**src/rtl/ain_pkg.sv**
```systemverilog
package ain_pkg;

    // Fixed field widths
    localparam int SAMPLE_BITS = 16;
    localparam int LEN_W       = 7;
    localparam int CNT_W       = 16;
    localparam int EPS_W       = 24;
    localparam int CFG_IDX_W   = 2;
    localparam int CFG_DATA_W  = 24;

    // Shared divider and root sizes
    localparam int DIVN_W      = 64;
    localparam int DEN_W       = 34;
    localparam int STEP_W      = 6;
    localparam int ROOT_W      = 64;
    localparam int INV_W       = 32;

    // Unity scale in Q4.12
    localparam logic signed [SAMPLE_BITS-1:0] ONE_Q12 = 16'sd4096;

    // Configuration register indexes
    localparam logic [CFG_IDX_W-1:0] CFG_MODE    = 2'd0;
    localparam logic [CFG_IDX_W-1:0] CFG_LENGTH  = 2'd1;
    localparam logic [CFG_IDX_W-1:0] CFG_COUNT   = 2'd2;
    localparam logic [CFG_IDX_W-1:0] CFG_EPSILON = 2'd3;

    typedef enum logic [1:0] {
        DIV_MEAN,
        DIV_VAR,
        DIV_RECIP
    } div_op_t;

    typedef struct packed {
        logic    div_start;
        div_op_t div_op;
        logic    sq_start;
        logic    root_start;
        logic    out_load;
    } cmd_t;

    typedef struct packed {
        logic close;
        logic div_busy;
        logic sq_busy;
        logic root_busy;
        logic out_free;
        logic emit_last;
    } status_t;

endpackage

```
**src/rtl/ain_ctrl.sv**
```systemverilog
module ain_ctrl (
    input  logic             clk,
    input  logic             rst_n,
    input  logic             in_valid,
    input  ain_pkg::status_t stat,
    output ain_pkg::cmd_t    cmd,
    output logic             in_stall
);

    typedef enum logic [3:0] {
        S_LOAD,
        S_MEAN,
        S_MEAN_W,
        S_SQ,
        S_SQ_W,
        S_VAR,
        S_VAR_W,
        S_RCP,
        S_RCP_W,
        S_ROOT,
        S_ROOT_W,
        S_RD,
        S_MUL,
        S_MUL2,
        S_OUT
    } state_t;

    state_t state_reg;
    state_t state_next;

    // Take words only while loading
    assign in_stall = (state_reg != S_LOAD);

    // Decode commands and next state
    always_comb
    begin
        state_next     = state_reg;
        cmd.div_start  = 1'b0;
        cmd.div_op     = ain_pkg::DIV_MEAN;
        cmd.sq_start   = 1'b0;
        cmd.root_start = 1'b0;
        cmd.out_load   = 1'b0;
        unique case (state_reg)
            S_LOAD:
            begin
                if (in_valid && stat.close)
                begin
                    state_next = S_MEAN;
                end
            end
            S_MEAN:
            begin
                cmd.div_start = 1'b1;
                cmd.div_op    = ain_pkg::DIV_MEAN;
                state_next    = S_MEAN_W;
            end
            S_MEAN_W:
            begin
                if (!stat.div_busy)
                begin
                    state_next = S_SQ;
                end
            end
            S_SQ:
            begin
                cmd.sq_start = 1'b1;
                state_next   = S_SQ_W;
            end
            S_SQ_W:
            begin
                if (!stat.sq_busy)
                begin
                    state_next = S_VAR;
                end
            end
            S_VAR:
            begin
                cmd.div_start = 1'b1;
                cmd.div_op    = ain_pkg::DIV_VAR;
                state_next    = S_VAR_W;
            end
            S_VAR_W:
            begin
                if (!stat.div_busy)
                begin
                    state_next = S_RCP;
                end
            end
            S_RCP:
            begin
                cmd.div_start = 1'b1;
                cmd.div_op    = ain_pkg::DIV_RECIP;
                state_next    = S_RCP_W;
            end
            S_RCP_W:
            begin
                if (!stat.div_busy)
                begin
                    state_next = S_ROOT;
                end
            end
            S_ROOT:
            begin
                cmd.root_start = 1'b1;
                state_next     = S_ROOT_W;
            end
            S_ROOT_W:
            begin
                if (!stat.root_busy)
                begin
                    state_next = S_RD;
                end
            end
            S_RD:   state_next = S_MUL;
            S_MUL:  state_next = S_MUL2;
            S_MUL2: state_next = S_OUT;
            S_OUT:
            begin
                if (stat.out_free)
                begin
                    cmd.out_load = 1'b1;
                    state_next   = stat.emit_last ? S_LOAD : S_RD;
                end
            end
            default: state_next = S_LOAD;
        endcase
    end

    // Hold state
    always_ff @(posedge clk or negedge rst_n)
    begin
        if (!rst_n)
        begin
            state_reg <= S_LOAD;
        end
        else
        begin
            state_reg <= state_next;
        end
    end

endmodule

```
**config.mk**
```make
export PLATFORM = sky130hd
export DESIGN_NAME = ain_ctrl
export DESIGN_NICKNAME = d
export VERILOG_FILES = /design/src/rtl/ain_pkg.sv /design/src/rtl/ain_ctrl.sv
export SDC_FILE = /design/constraint.sdc
export NUM_CORES = 1
export LEC_CHECK = 0
export BUFFER_PORTS_ARGS = -buffer_cell sky130_fd_sc_hd__buf_2
export CAP_MARGIN = 20
export CORE_AREA = 2 2 39 41
export DETAILED_ROUTE_END_ITERATION = 12
export DIE_AREA = 0 0 41 43
export GPL_TIMING_DRIVEN = 0
export PLACE_DENSITY_LB_ADDON = 0.1
export SLEW_MARGIN = 20
export SYNTH_ARGS = -nofsm -noshare
export SYNTH_HDL_FRONTEND = slang
export SYNTH_SLANG_ARGS = --single-unit
```
**constraint.sdc**
```tcl
create_clock -name clk -period 1.8 [get_ports clk]
set_clock_uncertainty 0.15 [all_clocks]
set_input_delay 0.09 -clock clk [delete_from_list [all_inputs] [get_ports clk]]
set_output_delay 0.09 -clock clk [all_outputs]
set_load 0.01 [all_outputs]
```
* Yosys cells after proc, flatten, opt, wreduce, memory -nomap -nowiden
Index checks and enable logic that the tools add are counted.
** Storage, ports and cells
- Register bits after elaboration :: 4
- Input port bits :: 9
- Output and inout bits :: 7
- Word-level logic and storage cells :: 40
** Cells by class
- Equal/unequal tests :: 21
- Multiplexer cells :: 14
- Reduce and logical (&&, ||, !) cells :: 4
** Operators by type and width (count)
- $pmux W4 S15 :: 1
- $mux W4 :: 8
- $eq A4 B4 Y1 const B :: 7
- $eq A4 B3 Y1 const B :: 4
- $ne A2 B2 Y1 const B :: 7
- $pmux W3 S3 :: 1
- $eq A4 B2 Y1 const B :: 2
- $reduce_and A7 Y1 :: 1
- $eq A4 B1 Y1 const B :: 1
- $logic_not A4 Y1 :: 1
- $mux W1 :: 4
- $reduce_bool A4 Y1 :: 1
- $logic_and A1 B1 Y1 :: 1

* Logic depth before layout (Yosys ltp)
Gate-level depths: netlist (run 1).
- Depth in word-level cells :: 3
- Mapped depth :: 5
- Mapped depth without buffers :: 4

* Worst setup path before layout (run 1)
Ideal clock, no wire load.
- Path type :: reg2reg
- From :: reg state_reg[3]
- To :: reg state_reg[0]
- Library setup time :: 122 ps
- Data arrival time :: 1069 ps
- Required time :: 1528 ps
- Path slack :: 458 ps
- Stages on the path, launching flop included :: 4
- Buffers on the path :: 0
- Period minus slack after synthesis :: 1342 ps
- Cells stage by stage :: dfrtp_1 nor4_1 a211oi_2 nor3b_2
** Between the ends
- Cells in the longest elaborated chain, start to end :: 3
- Elaborated cells on any way between the ends :: 24
- Classes of those cells :: 21 x eq/ne; 1 x mux; 2 x reduce/logical
** Ends and longest elaborated chain
- from (decl) :: RTL line ain_ctrl.sv:28 : state_t state_reg;
- from (signal assigned) :: RTL line ain_ctrl.sv:138 : state_reg <= state_next;
- $eq A4 B2 Y1, or another cell as far along :: RTL line ain_ctrl.sv:43 : unique case (state_reg)
- $ne A2 B2 Y1 (no line)
- $reduce_and A7 Y1 (no line)
Parallel ways exist; a longest one is shown, timed or not.
A chain may end at the register's enable or synchronous reset.

==> flow_metrics.tcl, run 1 <==
set metrics [dict create \
    timing.critical_path.fanout_max 10 \
    max-cap-violations 0 \
    place.gp.congestion 0.660 \
    synthFlopType "dfrtp_1" \
    status "finished clean" \
    finalPower_mw 0.780 \
    layout-drive-gt1-share 0.417 \
    crit_arrival_ps 1410 \
    hold_violations 0 \
    yosysTopAreaCell "dfrtp_1" \
    antenna_found_initial 0 \
    wl_met3_um 48 \
    initial_core_util 0.242 \
    syn_nets 50 \
    cp.required_ps 1560 \
    cts.repair_timing.setup_buffer_count 0 \
    synth_area_um2 335 \
    setup_viol 0 \
    routed_wirelength_um 825 \
    seq_area_um2 100 \
    clock-sinks 4 \
    grt.overflow.total 0 \
    fin_ws_ps 146 \
    cts-root-buf "clkbuf_4" \
    nets 71 \
    dr.pass1.iters 4 \
    slew_headroom 0.731 \
    core_um2 1380 \
    p_leak_nw 0.213 \
    largest_reg_flops 4 \
    synth_edf_count 0 \
    numCtsBuffers 3 \
    synth_top_cell_area_share 0.299 \
    route.detailed.drc 0 \
    fin_tns_setup_ps 0 \
    multi_input_area_um2 209 \
    n_antenna_cell 0 \
    grt_usage 0.100 \
    period_needed_ps 1650 \
    syn_to_final_growth_pct 38.1 \
    rsz0062_at_grt "false" \
    vdd_drop_max_mv 0.462 \
    synth_common_cells "a21oi_1, dfrtp_1, nor2_1, nor3b_1" \
    io_buffer_count 15 \
    synth_warnings 0 \
    clk_latency_ps 230 \
    async_reset_ff_frac 1.00 \
    clock.fmax_mhz 604 \
    vias 359 \
    die_x_um 41 \
    r2r_slack_ps 320 \
    cts_tree "done" \
    worstMarginPinSlew_ps 400 \
    grt_max_degree 11 \
    die_area_um2 1760 \
    syn_avg_cell_area_um2 8.18 \
    r2r_end "state_reg[0]" \
    clkTransAtPathRegs_ps 40 \
    num_rows 14 \
    place_ws_ps 327 \
    ys_seq_elements 4 \
    cp-end-kind "output pin" \
    post_cts_resized 0 \
    worstSetupStartpointType "flop" \
    holdCritPathClass "primary input to asynchronous set/reset pin" \
    io_pins 16 \
    ys_seq_area_frac 0.299 \
    holdBufCountCts 1 \
    top_layer "met3" \
    met1_length_um 423 \
    reg2reg_from "state_reg[3]" \
    wl_per_cell_um 10.9 \
    fillers 157 \
    die_h_um 43 \
    grt_pass1_wl_mm 1.16 \
    drtIter0Drc 14 \
    wl_met2_um 353 \
    criticalPathCategory "flop to output pin" \
    clockBufferDepth 2 \
    hold_ws_ps 38.4 \
    slew_viol_final 0 \
    synth.most_common_cell "a21oi_1" \
    detailed_place_hpwl_um 600 \
    finalCritPeriodShare 0.919 \
    antenna_left 0 \
    htree_levels 1 \
    netlist_instances 41 \
    first_global_vias 258 \
    vias_per_cell 4.72 \
    power_density_nw_per_um2 1690 \
    r2r_cells 5 \
    yosys-top-cells-area "dfrtp_1, a21oi_1, nor3b_1" \
    ys_types 21 \
]
==> layer usage <==
metal  global-route usage  up-vias
li1                     -      192
met1                0.138      153
met2                0.122       14
met3               0.0471        0
met4               0.0600        0
met5                    0        -
==> per-stage QoR <==
stage,cells,utilization,area [um^2]
2_1_floorplan,41,-,335
3_3_place_gp,72,0.311,430
3_5_place_dp,72,0.311,430
4_1_cts,76,0.335,463
5_1_grt,76,0.335,463
6_report,76,0.335,463
==> report_power, final <==
group          total (mW)  internal, mW  switching [mW]
logic               0.471         0.214           0.257
registers           0.203         0.139          0.0642
clock network       0.107        0.0743          0.0324
total               0.780         0.427           0.353
==> kinds of logic after synthesis <==
kind of cell	after synthesis	share of synthesized area
buf+inv	5	0.0783
flops	4	0.299
simple gates	20	0.384
compound gates	12	0.239
==> layout make-up <==
class | count | area share
multi-input cells | 32 | 0.451
repair buffers | 16 | 0.184
plain buffers | 4 | 0.0486
clock buffers | 3 | 0.0486
well taps | 16 | 0.0432
flip-flops and latches | 4 | 0.216
inverters | 1 | 0.00811
==> worst max-delay path by stage <==
stage / depth (start not counted) / end / start / slack [ps]
global placement: 5 / state_reg[0] / state_reg[3] / 320
CTS: 3 / cmd[1] / state_reg[0] / 150
finish: 3 / cmd[1] / state_reg[0] / 150
detailed placement: 5 / state_reg[0] / state_reg[3] / 330
global route: 3 / cmd[1] / state_reg[0] / 80
floorplan: 3 / state_reg[0] / state_reg[3] / 460
==> cells in the final DEF (no fill, tap or decap), types with 2 or more instances in the layout <==
master	n
buf_2	18
a21oi_1	6
nor2_1	4
nor3b_1	4
dfrtp_1	4
a31oi_1	3
clkbuf_4	3
nand2_1	2
nor3_1	2
==> critical path, stage by stage (launching register included) <==
cell and delay [ps]:
dfrtp_1 440, buf_2 250, nor4bb_1 310, buf_2 180
No activity file was read; power rests on OpenSTA's default activity.
==> run 2, diff against run 1 <==
--- a/config.mk
+++ b/config.mk
@@ -11,7 +11,6 @@
 export DETAILED_ROUTE_END_ITERATION = 12
 export DIE_AREA = 0 0 41 43
 export GPL_TIMING_DRIVEN = 0
-export PLACE_DENSITY_LB_ADDON = 0.1
 export SLEW_MARGIN = 20
 export SYNTH_ARGS = -nofsm -noshare
 export SYNTH_HDL_FRONTEND = slang
==> run 2 against run 1 <==
Net effect: clock-buffer cell count stayed put; critical path depth unchanged; final area did not move; sequential power about the same; flip-flop and latch count stayed put; clock power hardly changed; largest cell class unchanged.
==> flow_metrics.tcl, run 2 (synthesized netlist as in run 1, its figures left out) <==
set metrics [dict create \
    status "finished clean" \
    clockBufferDepth 2 \
    grt_usage 0.111 \
    worstMarginPinSlew_ps 414 \
    combPwrFrac 0.605 \
    fin_util 0.335 \
    rsz0062_at_grt "false" \
    cp.depth 3 \
    busiest_layer "met2" \
    core_um2 1380 \
    num_rows 14 \
    finalCritPeriodShare 0.885 \
    p_switching_mw 0.352 \
    post_cts_resized 0 \
    grt_pass1_wl_mm 1.26 \
    largest_reg_flops 4 \
    initial_core_util 0.242 \
    crit_path_frequent_cell "buf_2" \
    final_common_cell "buf_2" \
    clkPwrFrac 0.137 \
    path_buf_inv 2 \
    drtIter0Drc 8 \
    vdd_drop_max_mv 0.586 \
    netSwitchingFraction 0.452 \
    design_area_um2 463 \
    holdCritPathClass "primary input to asynchronous set/reset pin" \
    nets 71 \
    clock.fmax_mhz 628 \
    met3_usage 0.0942 \
    cp-end-kind "output pin" \
    mostFrequentLayoutCells "buf_2, a21oi_1, nor2_1, nor3b_1, dfrtp_1" \
    vias_per_cell 4.97 \
    power_density_nw_per_um2 1680 \
    cts-root-buf "clkbuf_4" \
    p_leak_nw 0.213 \
    cts.repair_timing.setup_buffer_count 0 \
    detailed_place_hpwl_um 626 \
    route.detailed.drc 0 \
    crit_arrival_ps 1350 \
    htree_levels 1 \
    r2r_cells 5 \
    numCtsBuffers 3 \
    critPathSlowestCell "dfrtp_1" \
    syn_to_final_growth_pct 38.1 \
    grt.overflow.total 0 \
    die_area_um2 1760 \
    wl_per_cell_um 11.1 \
    n_antenna_cell 0 \
    io_pins 16 \
    place.gp.congestion 0.713 \
    first_global_vias 299 \
    setup_viol 0 \
    seqPwrFrac 0.258 \
    p_int_mw 0.427 \
    antenna_left 0 \
    layout-drive-gt1-share 0.417 \
    dr.pass1.iters 4 \
    worstSetupStartpointType "flop" \
    critical_path.cell_chain "buf_2, nor4bb_1, buf_2" \
    vias 378 \
    die_x_um 41 \
    grt_max_degree 11 \
    fin_tns_setup_ps 0 \
    clock-sinks 4 \
    hold_violations 0 \
    crit_family "flip-flops" \
    max-cap-violations 0 \
    r2r_slack_ps 300 \
    grt_use_met2 0.150 \
    period_needed_ps 1590 \
    slew_headroom 0.721 \
    grt_use_met1 0.134 \
    slew_viol_final 0 \
    clkTransAtPathRegs_ps 40 \
    place_area_um2 430 \
    cpPeakStageDelay_ps 430 \
    die_h_um 43 \
    criticalPathCategory "flop to output pin" \
    antenna_found_initial 0 \
    cp.required_ps 1560 \
    routed_wirelength_um 847 \
    clk_latency_ps 230 \
    io_buffer_count 15 \
    hold_ws_ps 41.8 \
    timing.critical_path.fanout_max 10 \
    cts_tree "done" \
]
## run 2: cell counts in the layout (fill, tap and decap cells not counted)
No cell type changed its count.
## run 2: worst paths after layout
| check | to | start |
|---|---|---|
| worst max-delay path | cmd[1] | state_reg[0] |
| worst min-delay path | state_reg[3] | rst_n |
| worst max register to register | state_reg[0] | state_reg[3] |
| worst min register to register | state_reg[1] | state_reg[0] |
| max in group asynchronous | state_reg[0] | rst_n |
| min in group clk | state_reg[3] | stat[0] |
## run 2: worst reg2reg max path, delay by kind of cell, from the launching register on
kind	cells	cell delay (ps)
compound gates	1	280
simple gates	3	420
buf+inv	1	180
flops	1	390
## run 2: layout make-up
type	count	area, um^2
well taps	16	20.0
inverters	1	3.75
repair buffers	16	85.1
multi-input cells	32	209
fillers	155	921
clock buffers	3	22.5
plain buffers	4	22.5
flip-flops and latches	4	100
## run 2: metrics by stage
step	worst slack [ps]	power [mW]	cells
floorplan	458	0.549	41
global placement	354	0.659	72
detailed placement	309	0.674	72
CTS	200	0.789	76
global route	131	0.855	76
finish	208	0.779	76
## run 2: repair_timing
item	CTS	global route
setup endpoints to repair	0	0
hold buffers	1	0
endpoints found under the hold margin	4	0
## run 2: power groups by stage
stage / Sequential [mW] / Clock, mW / Combinational, mW
finish: 0.201 / 0.107 / 0.471
floorplan: 0.183 / 0 / 0.366
detailed placement: 0.201 / 0 / 0.473
global placement: 0.199 / 0 / 0.460
global route: 0.210 / 0.122 / 0.524
CTS: 0.200 / 0.114 / 0.475
## run 2: layer usage
metal  vias to the layer above  routed length (um)  share of wire
met5                         -                   0              0
met4                         0                   0              0
met3                         0                  78          0.092
met1                       175                 361           0.43
met2                        11                 407           0.48
li1                        192                   -              -
==> run 3, diff against run 2 <==
--- a/config.mk
+++ b/config.mk
@@ -7,9 +7,9 @@
 export LEC_CHECK = 0
 export BUFFER_PORTS_ARGS = -buffer_cell sky130_fd_sc_hd__buf_2
 export CAP_MARGIN = 20
-export CORE_AREA = 2 2 39 41
+export CORE_AREA = 3 3 40 42
 export DETAILED_ROUTE_END_ITERATION = 12
-export DIE_AREA = 0 0 41 43
+export DIE_AREA = 0 0 43 45
 export GPL_TIMING_DRIVEN = 0
 export SLEW_MARGIN = 20
 export SYNTH_ARGS = -nofsm -noshare
==> run 3 against run 2 <==
Net effect: non-clock buffer count is the same; highest routed layer unchanged; register-to-register slack improved by 30 ps; global-route usage decreased by 1.1 points; via count fell by 2.1%; final area shrank 0.27%; final cell count fell by 1.3%; first-iteration DRC count fell by 75%; worst setup slack worse by 20 ps; combinational power is 0.8% lower; power is 0.44% lower; clock-buffer cell count stayed put.
==> flow_metrics.tcl, run 3 (synthesized netlist as in run 1, its figures left out) <==
set metrics [dict create \
    fin_tns_setup_ps 0 \
    slew_headroom 0.715 \
    largest_reg_flops 4 \
    place_area_um2 429 \
    core_um2 1280 \
    combPwrFrac 0.601 \
    dp.cells 71 \
    grt_max_degree 11 \
    cts.repair_timing.setup_buffer_count 0 \
    first_global_vias 358 \
    nets 71 \
    clockBufferDepth 2 \
    io_pins 16 \
    cts-root-buf "clkbuf_4" \
    cp-end-kind "output pin" \
    layout-drive-gt1-share 0.417 \
    power_density_nw_per_um2 1680 \
    holdCritPathClass "primary input to asynchronous set/reset pin" \
    final_common_cell "buf_2" \
    worstMarginPinSlew_ps 424 \
    worstSetupStartpointType "flop" \
    vdd_drop_max_mv 0.397 \
    final_cells 75 \
    num_rows 13 \
    setup_viol 0 \
    mostFrequentLayoutCells "buf_2, a21oi_1, nor2_1, nor3b_1, dfrtp_1" \
    vias_per_cell 4.93 \
    wl_met2_um 413 \
    critPathSlowestCell "dfrtp_1" \
    wl_met3_um 53 \
    n_antenna_cell 0 \
    crit_path_frequent_cell "buf_2" \
    design_area_um2 462 \
    place.gp.congestion 0.705 \
    antenna_found_initial 0 \
    routed_wirelength_um 824 \
    cts_tree "done" \
    grt.overflow.total 0 \
    clkPwrFrac 0.142 \
    critical_path.cell_chain "buf_2, nor4bb_1, buf_2" \
    drtIter0Drc 2 \
    antenna_left 0 \
    cp.required_ps 1560 \
    slew_viol_final 0 \
    route.detailed.drc 0 \
    grt_usage 0.100 \
    fillers 147 \
    criticalPathCategory "flop to output pin" \
    clock.fmax_mhz 620 \
    clk_latency_ps 230 \
    wl_per_cell_um 11.0 \
    die_area_um2 1940 \
    detailed_place_hpwl_um 633 \
    finalPower_mw 0.776 \
    top_layer "met3" \
    grt_pass1_wl_mm 1.46 \
    p_leak_nw 0.213 \
    holdBufCountCts 1 \
    period_needed_ps 1610 \
    hold_violations 0 \
    clock-sinks 4 \
    io_buffer_count 15 \
    htree_levels 1 \
    die_h_um 45 \
    crit_arrival_ps 1370 \
    timing.critical_path.fanout_max 10 \
    syn_to_final_growth_pct 37.7 \
    fin_ws_ps 187 \
    max-cap-violations 0 \
    post_cts_resized 0 \
    p_int_mw 0.428 \
    p_switching_mw 0.349 \
    rsz0062_at_grt "false" \
    finalCritPeriodShare 0.896 \
    netSwitchingFraction 0.449 \
    clkTransAtPathRegs_ps 40 \
    vias 370 \
    seqPwrFrac 0.257 \
    place_ws_ps 309 \
    numCtsBuffers 3 \
    status "finished clean" \
    dr.pass1.iters 2 \
    met1_length_um 357 \
    initial_core_util 0.261 \
    cpPeakStageDelay_ps 420 \
    die_x_um 43 \
]
-- run 3: cell counts in the layout (fill, tap and decap cells not counted) --
No cell type changed its count.
-- run 3: final timing paths --
path,start,to,slack [ps],cells past startpoint
max in group asynchronous,rst_n,state_reg[2],1340,2
worst max-delay path,state_reg[0],cmd[1],190,3
worst max register to register,state_reg[3],state_reg[0],330,3
worst min-delay path,rst_n,state_reg[3],40,2
min in group clk,stat[0],state_reg[3],40,4
worst min register to register,state_reg[0],state_reg[1],530,2
-- run 3: critical path: cells and delay by family (launching register included) --
family / cells / cell delay, ps
flip-flops: 1 / 420
buffers and inverters: 2 / 420
AND/OR/NAND/NOR: 1 / 290
-- run 3: power by group through the flow --
stage / combinational, mW / sequential (mW) / clock, mW
after global routing: 0.522 / 0.210 / 0.126
after global placement: 0.464 / 0.202 / 0
after CTS: 0.471 / 0.200 / 0.116
after detailed placement: 0.467 / 0.202 / 0
after floorplan: 0.366 / 0.183 / 0
final: 0.467 / 0.199 / 0.110
-- run 3: per-stage QoR --
step / utilization / hold slack, ps
finish: 0.359 / 38.4
global route: 0.359 / 45.3
CTS: 0.359 / 35.3
detailed placement: 0.334 / -253
global placement: 0.334 / -255
floorplan: - / -356
-- run 3: cell type report --
| cell class | count | area (um^2) | share of cell area |
|---|---|---|---|
| Tap cell | 15 | 18.8 | 0.0407 |
| Sequential cell | 4 | 100 | 0.217 |
| Timing Repair Buffer | 16 | 85.1 | 0.184 |
| Inverter | 1 | 3.75 | 0.00813 |
| Clock buffer | 3 | 22.5 | 0.0488 |
| Buffer | 4 | 22.5 | 0.0488 |
| Multi-Input combinational cell | 32 | 209 | 0.453 |
-- run 3: layer usage --
layer  GRT usage  vias up
met2       0.174        9
met1       0.107      169
li1            -      192
met4      0.0361        0
met3      0.0478        0
met5           0        -
